`src/hw/rtl/wmvc_pkg.sv`:
```
// Package for the weighted majority vote combiner: register indexes,
// sequencer states and fixed-point constants. No dependencies.
`default_nettype none
package wmvc_pkg;
  localparam int VOTE_W = 16;
  localparam int WEIGHT_W = 32;
  localparam int RESULT_W = 32;
  localparam int MAX_MODELS = 4;
  localparam logic [31:0] ONE_Q24 = 32'h0100_0000;
  localparam logic [31:0] HALF_Q24 = 32'h0080_0000;
  localparam logic signed [31:0] ONE_Q16 = 32'sh0001_0000;
  localparam logic signed [31:0] NEG_ONE_Q16 = -32'sh0001_0000;

  typedef enum logic [2:0] {
    REG_MODE = 3'd0,
    REG_RIGHT = 3'd1,
    REG_DUAL = 3'd2,
    REG_RATE = 3'd3,
    REG_COUNT = 3'd4,
    REG_INIT = 3'd5
  } reg_idx_t;

  typedef enum logic [1:0] {
    MODE_MAJORITY = 2'd0,
    MODE_ANY = 2'd1,
    MODE_ALL = 2'd2,
    MODE_WEIGHTED = 2'd3
  } mode_t;

  typedef enum logic [2:0] {
    ST_IDLE,
    ST_SUM,
    ST_FINISH,
    ST_UPD_START,
    ST_UPD_DIV,
    ST_OUT
  } state_t;

  // Divider control between the sequencer and the shared divider.
  typedef struct packed {
    logic        start;
    logic [63:0] dividend;
    logic [31:0] divisor;
  } div_req_t;

  typedef struct packed {
    logic        busy;
    logic        done;
    logic [31:0] quotient;
  } div_rsp_t;
endpackage
`default_nettype wire

```
`src/hw/rtl/wmvc_div.sv`:
```
// Restoring divider, one quotient bit per cycle, 64-bit dividend by 32-bit
// divisor, quotient truncated to 32 bits. Uses wmvc_pkg.
`default_nettype none
module wmvc_div (
  input  wire logic              clk,
  input  wire logic              rst,
  input  wire wmvc_pkg::div_req_t req,
  output wmvc_pkg::div_rsp_t     rsp
);
  import wmvc_pkg::*;

  logic [63:0] rem;
  logic [63:0] quo;
  logic [31:0] dvs;
  logic [6:0]  cnt;
  logic        busy;
  logic        done;
  logic [64:0] trial;

  always_comb begin
    trial = {rem, quo[63]} - {33'd0, dvs};
  end

  always_ff @(posedge clk) begin
    if (rst) begin
      busy <= 1'b0;
      done <= 1'b0;
      cnt  <= '0;
    end else begin
      done <= 1'b0;
      if (req.start) begin
        busy <= 1'b1;
        cnt  <= 7'd64;
        rem  <= '0;
        quo  <= req.dividend;
        dvs  <= req.divisor;
      end else if (busy) begin
        // shift in one dividend bit, subtract when it fits
        if (!trial[64]) begin
          rem <= trial[63:0];
          quo <= {quo[62:0], 1'b1};
        end else begin
          rem <= {rem[62:0], quo[63]};
          quo <= {quo[62:0], 1'b0};
        end
        cnt <= cnt - 7'd1;
        if (cnt == 7'd1) begin
          busy <= 1'b0;
          done <= 1'b1;
        end
      end
    end
  end

  assign rsp.busy = busy;
  assign rsp.done = done;
  assign rsp.quotient = quo[31:0];
endmodule
`default_nettype wire

```
`config.mk`:
```
export PLATFORM = sky130hd
export DESIGN_NAME = wmvc_div
export DESIGN_NICKNAME = d
export VERILOG_FILES = /design/src/hw/rtl/wmvc_pkg.sv /design/src/hw/rtl/wmvc_div.sv
export SDC_FILE = /design/constraint.sdc
export NUM_CORES = 1
export LEC_CHECK = 0
export ABC_CLOCK_PERIOD_IN_PS = 7500
export BUFFER_PORTS_ARGS = -buffer_cell sky130_fd_sc_hd__buf_2
export CAP_MARGIN = 40
export CORE_MARGIN = 2
export CORE_UTILIZATION = 53
export DETAILED_ROUTE_END_ITERATION = 7
export PLACE_DENSITY_LB_ADDON = 0.08
export SETUP_SLACK_MARGIN = 0.3
export SLEW_MARGIN = 25
export SYNTH_ARGS = -nofsm -noshare
export SYNTH_HDL_FRONTEND = slang
export SYNTH_SLANG_ARGS = --single-unit
export TNS_END_PERCENT = 50
```
`constraint.sdc`:
```
create_clock -name clk -period 7.5 [get_ports clk]
set_input_delay 0.75 -clock clk [delete_from_list [all_inputs] [get_ports clk]]
set_output_delay 0.75 -clock clk [all_outputs]
set_load 0.03 [all_outputs]
```
# [Yosys cells after proc, flatten, opt, wreduce, memory -nomap -nowiden]
# Index checks and enable logic that the tools add are counted.
[word_totals] output_inout_bits=34 inputBits=99 register_bits=169 elab_cells=28
[op_classes] muxes=11 n_eq_ne=1 n_addsub=2 bitwise=2 reduce_logical=5
[op_table] operator="2-to-1 mux 64 bit" count=4
[op_table] operator="subtractor 65 x 32 -> 65 bit" count=1
[op_table] operator="2-to-1 mux 7 bit" count=2
[op_table] operator="equality test 7 x 1 -> 1 bit (second input constant)" count=1
[op_table] operator="subtractor 7 x 1 -> 7 bit (second input constant)" count=1
[op_table] operator="2-to-1 mux 1 bit" count=5
[op_table] operator="AND reduction 2 bit" count=2
[op_table] operator="OR reduction 3 bit" count=1
[op_table] operator="inverter 1 bit" count=2
[op_table] operator="nonzero test 2 bit" count=1
[op_table] operator="OR reduction 2 bit" count=1

# [Longest topological paths before layout]
[logic_depth] ltp_word=4 ltp_mapped=14

# [Worst setup path after synthesis]
# No wires, ideal clock.
[synth_path] path_type="in2reg" startpoint="in req[96] (netlist name)" endpoint="reg quo[0] (enable)" setup_time_ns=0.616 cell_stages=4 t_required_ns=6.884 n_path_buf=2 arrival_time_ns=6.672 slack_ns=0.212 cell_sequence="clkbuf_1 > clkbuf_1 > nor2_1 > nor2_1"
[synth_between] elab_chain_len=2
[synth_rtl] item="start, declared" line="wmvc_div.sv:7" rtl="input wire wmvc_pkg::div_req_t req,"
[synth_rtl] item="nonzero test 2 bit (no line)"
[synth_rtl] item="AND reduction 2 bit (no line)"
[synth_rtl] item="end signal, assigned" line="wmvc_div.sv:35" rtl="quo <= req.dividend;"
[synth_rtl] item="end signal, assigned" line="wmvc_div.sv:41" rtl="quo <= {quo[62:0], 1'b1};"
[synth_rtl] item="end signal, assigned" line="wmvc_div.sv:44" rtl="quo <= {quo[62:0], 1'b0};"
[synth_rtl] item="end, declared" line="wmvc_div.sv:13" rtl="logic [63:0] quo;"
# Every way passes these cells.
# A chain may end at the register's enable or synchronous reset.

# [Worst setup path in the final report]
[layout_path] startpoint="reg rem[49]" endpoint="reg rem[53], data pin"
[layout_between] elab_chain_len=3
[layout_rtl] item="start, declared" line="wmvc_div.sv:12" rtl="logic [63:0] rem;"
[layout_rtl] item="start signal, assigned" line="wmvc_div.sv:40" rtl="rem <= trial[63:0];"
[layout_rtl] item="start signal, assigned" line="wmvc_div.sv:43" rtl="rem <= {rem[62:0], quo[63]};"
[layout_rtl] item="subtractor 65 x 32 -> 65 bit" line="wmvc_div.sv:21" rtl="trial = {rem, quo[63]} - {33'd0, dvs};"
[layout_rtl] item="2-to-1 mux 64 bit" line="wmvc_div.sv:39" rtl="if (!trial[64]) begin"
[layout_rtl] item="2-to-1 mux 64 bit" line="wmvc_div.sv:37" rtl="end else if (busy) begin"
# Every way passes these cells. The select of a mux whose other input is x is not followed.

==> results by group <==
Run status
  – Status: finished, final reports clean

Clock network
  – Clk buf depth: 2
  – # resized after CTS: 0
  – Num CTS Buffers: 17
  – Clock Latency Late Sink: 0.44 ns
  – Clock transition at path regs: approximately 0.080 ns
  – Max H-tree Level: 4
  – Sink Count: around 170
  – Post-CTS setup buffers: 0
  – CTS tree: done
  – Clock root cell: clkbuf_16
  – Hold_buf cts: 0

Floorplan
  – I/O pins: between 100 and 150
  – Core Area: around 0.018 sq mm
  – Starting Density: 54.2%
  – Die W: roughly 140 um
  – Core Rows: 49
  – Die area: around 0.019 sq mm
  – Die H: about 140 um

Timing
  – RSZ-0062 raised after global routing: no
  – Rel. slew slack: between 30 and 40%
  – Crit share post-route: 55.2%
  – Fmax: 242 MHz
  – Period minus WS final: 4.14 ns
  – Final hold vios: 0
  – Slew @ Worst Pin: between 0.9 and 1 ns
  – Hold WS: 0.479 ns
  – Max Slew Vio Count: 0
  – Clock Skews: between 0.01 and 0.015 ns
  – Setup TNS: 0 ns
  – Final setup fails: 0

Route
  – WL/cell: 17.3 um
  – Drt pass-1 iters: 5
  – DRC: 0
  – Final WL: 21.0 mm
  – Post-route ant nets: 0
  – Initial drt markers: roughly 350
  – Via count: 6983
  – Vias per std cell: slightly below 6

Yosys
  – Seq/Total Area, Yosys: between 50% and 60%
  – Main synth FF type: edfxtp_1
  – YS warnings: 0
  – Mapped Cells: between 800 and 900
  – FFs w/ async S/R, synth: 0%
  – Number of synthesized flops with an enable pin: 160
  – Average cell area after synthesis: 11.0 sq um
  – Synthesized Nets: roughly 1000
  – Yosys cell types: 62
  – Synth Register Bits: approximately 170
  – Mapped cell area: between 0.009 and 0.01 sq mm

Power
  – Power Density: around 230 mW/mm^2
  – Comb pwr share: roughly 18%
  – Sw Ratio: between 20% and 30%
  – Internal Pwr Total: between 1.5 and 2 mW
  – Sequential Power Share: a little under half
  – Clock Power Share: a little under two fifths
  – Net Sw Power: roughly 0.75 mW
  – Power Total: 2.54 mW
  – Leak: 4.20 nW
  – Worst IR Drop VDD: approximately 0.00018 V

Placement
  – Dpl cell area: 0.0103 sq mm
  – Gpl congestion: 0.847
  – Detailed placer's ending HPWL: about 14 mm
  – PortBufs: roughly 130

Run
  – Max Cap Viol: 0

Global route
  – Largest net degree at the start of global routing: 64
  – GR Overflow Total: 0
  – Total global-route track usage: between 20 and 25%
  – Vias in the first global route: slightly below 7000
  – Initial antenna violation count: 3
  – Global-route wire length before repair: 33.9 mm

Layout
  – Register Area: approximately 0.0050 sq mm
  – Multi-input gate area in the final layout: 0.00413 sq mm
  – Most frequent cells in the layout: edfxtp_1 (160), buf_2 (131), nand2_1 (93)
  – Share of layout cells above drive strength 1: 26.8%
  – Post-route cell area: 0.0110 sq mm
  – Area grow syn2layout: 13.0%
  – Post-layout nets: between 1000 and 1500
  – Commonest non-fill, non-tap cell in the layout: edfxtp_1
  – Filler cells: around 1500

Worst hold path
  – Worst Hold Class: in2reg
  – HP Start: req[4]

Worst setup path
  – Critical path endpoint category: flip-flop
  – Worst Path Arrival: approximately 4.3 ns
  – Setup CP Type: reg2reg
  – Origin of the critical flop-to-flop path: rem[49]
  – WP data required: between 7 and 8 ns
  – Worst Setup SP: rem[49]
  – Crit-path max FO: 63
  – Crit start category: flip-flop
## synthesized netlist by cell type (16+ instances only)
cell type / instances / area share, %
o21ai_0: 23 / 1.2
mux2_2: 65 / 7.5
o31ai_1: 16 / 1.2
or4_1: 17 / 1.3
xor2_1: 18 / 1.6
xnor2_1: 22 / 2.0
a21oi_1: 88 / 4.5
nor2_1: 45 / 1.7
buf_4: 36 / 2.8
clkbuf_1: 32 / 1.2
ha_1: 34 / 4.4
inv_1: 43 / 1.7
edfxtp_1: 160 / 49
nand2_1: 93 / 3.6
## final timing paths
path | to | slack [ns] | cells after the start
worst min register to register | cnt[1] | 0.50 | 2
worst max register to register | rem[53] | 3.36 | 9
worst max-delay path | rem[53] | 3.36 | 9
worst min-delay path | dvs[4] | 0.48 | 1
## per-stage QoR
step           utilization [%]  worst slack, ns  instances
2_1_floorplan                -             2.37        885
3_3_place_gp              57.1             3.55       1174
3_5_place_dp              57.6             3.43       1177
4_1_cts                   61.2             3.41       1209
5_1_grt                   61.2             3.14       1210
6_report                  61.2             3.36       1212
## worst max-delay path, cell delays in order (launching register included)
cell	delay (ns)
edfxtp_1	0.43
nor3_1	0.42
nand4_1	0.32
or4_1	0.64
or3_4	0.42
a2111oi_0	0.40
a31oi_1	0.18
nand2_4	0.59
nor4_2	0.14
mux2_4	0.32
## cell type report
cell class | instances | area share, %
Inverter | 43 | 1.47
Clock buffer | 17 | 3.87
Tap cell | 229 | 2.60
Clock inverter | 15 | 2.05
Antenna cell | 3 | 0.0683
Timing Repair Buffer | 140 | 7.12
Sequential cell | 169 | 45.3
Multi-Input combinational cell | 596 | 37.5
## sequential cells by signal, summed over array words and instances, names as in the netlist
name and cells:
quo 64, rem 64, dvs 32, cnt 7
busy 1, done 1
## power groups by stage
stage | clock network, mW | logic [mW] | registers (mW)
detailed placement | 0 | 0.456 | 1.17
finish | 0.935 | 0.458 | 1.15
global route | 0.991 | 0.507 | 1.16
global placement | 0 | 0.446 | 1.17
CTS | 0.954 | 0.459 | 1.15
floorplan | 0 | 0.360 | 1.16
## layer usage
layer  up-vias  wire length [um]  GRT usage (%)  part of all wire (%)
li1       3426                 -              -                     -
met1      3349              9390           28.5                    45
met2       185             10100           35.1                    48
met3        23              1260           6.50                   6.0
met4         0               279           6.05                   1.3
met5         -                 0              0                     0
## logic make-up (layout without fill, tap and decap cells)
family                   count (synthesis)  count (layout)  share of synthesized area, %
flip-flops                             169             169                          51.2
AND/OR/NAND/NOR                        268             268                          14.3
multiplexers                            67              67                          7.83
XOR/XNOR                                40              40                          3.60
buffers and inverters                  120             215                          6.58
AO/OA/AOI/OAI                          186             186                          11.9
other                                    0               3                             0
adder cells (fa/ha/maj)                 35              35                          4.58
(Power assumes the default switching activity.)
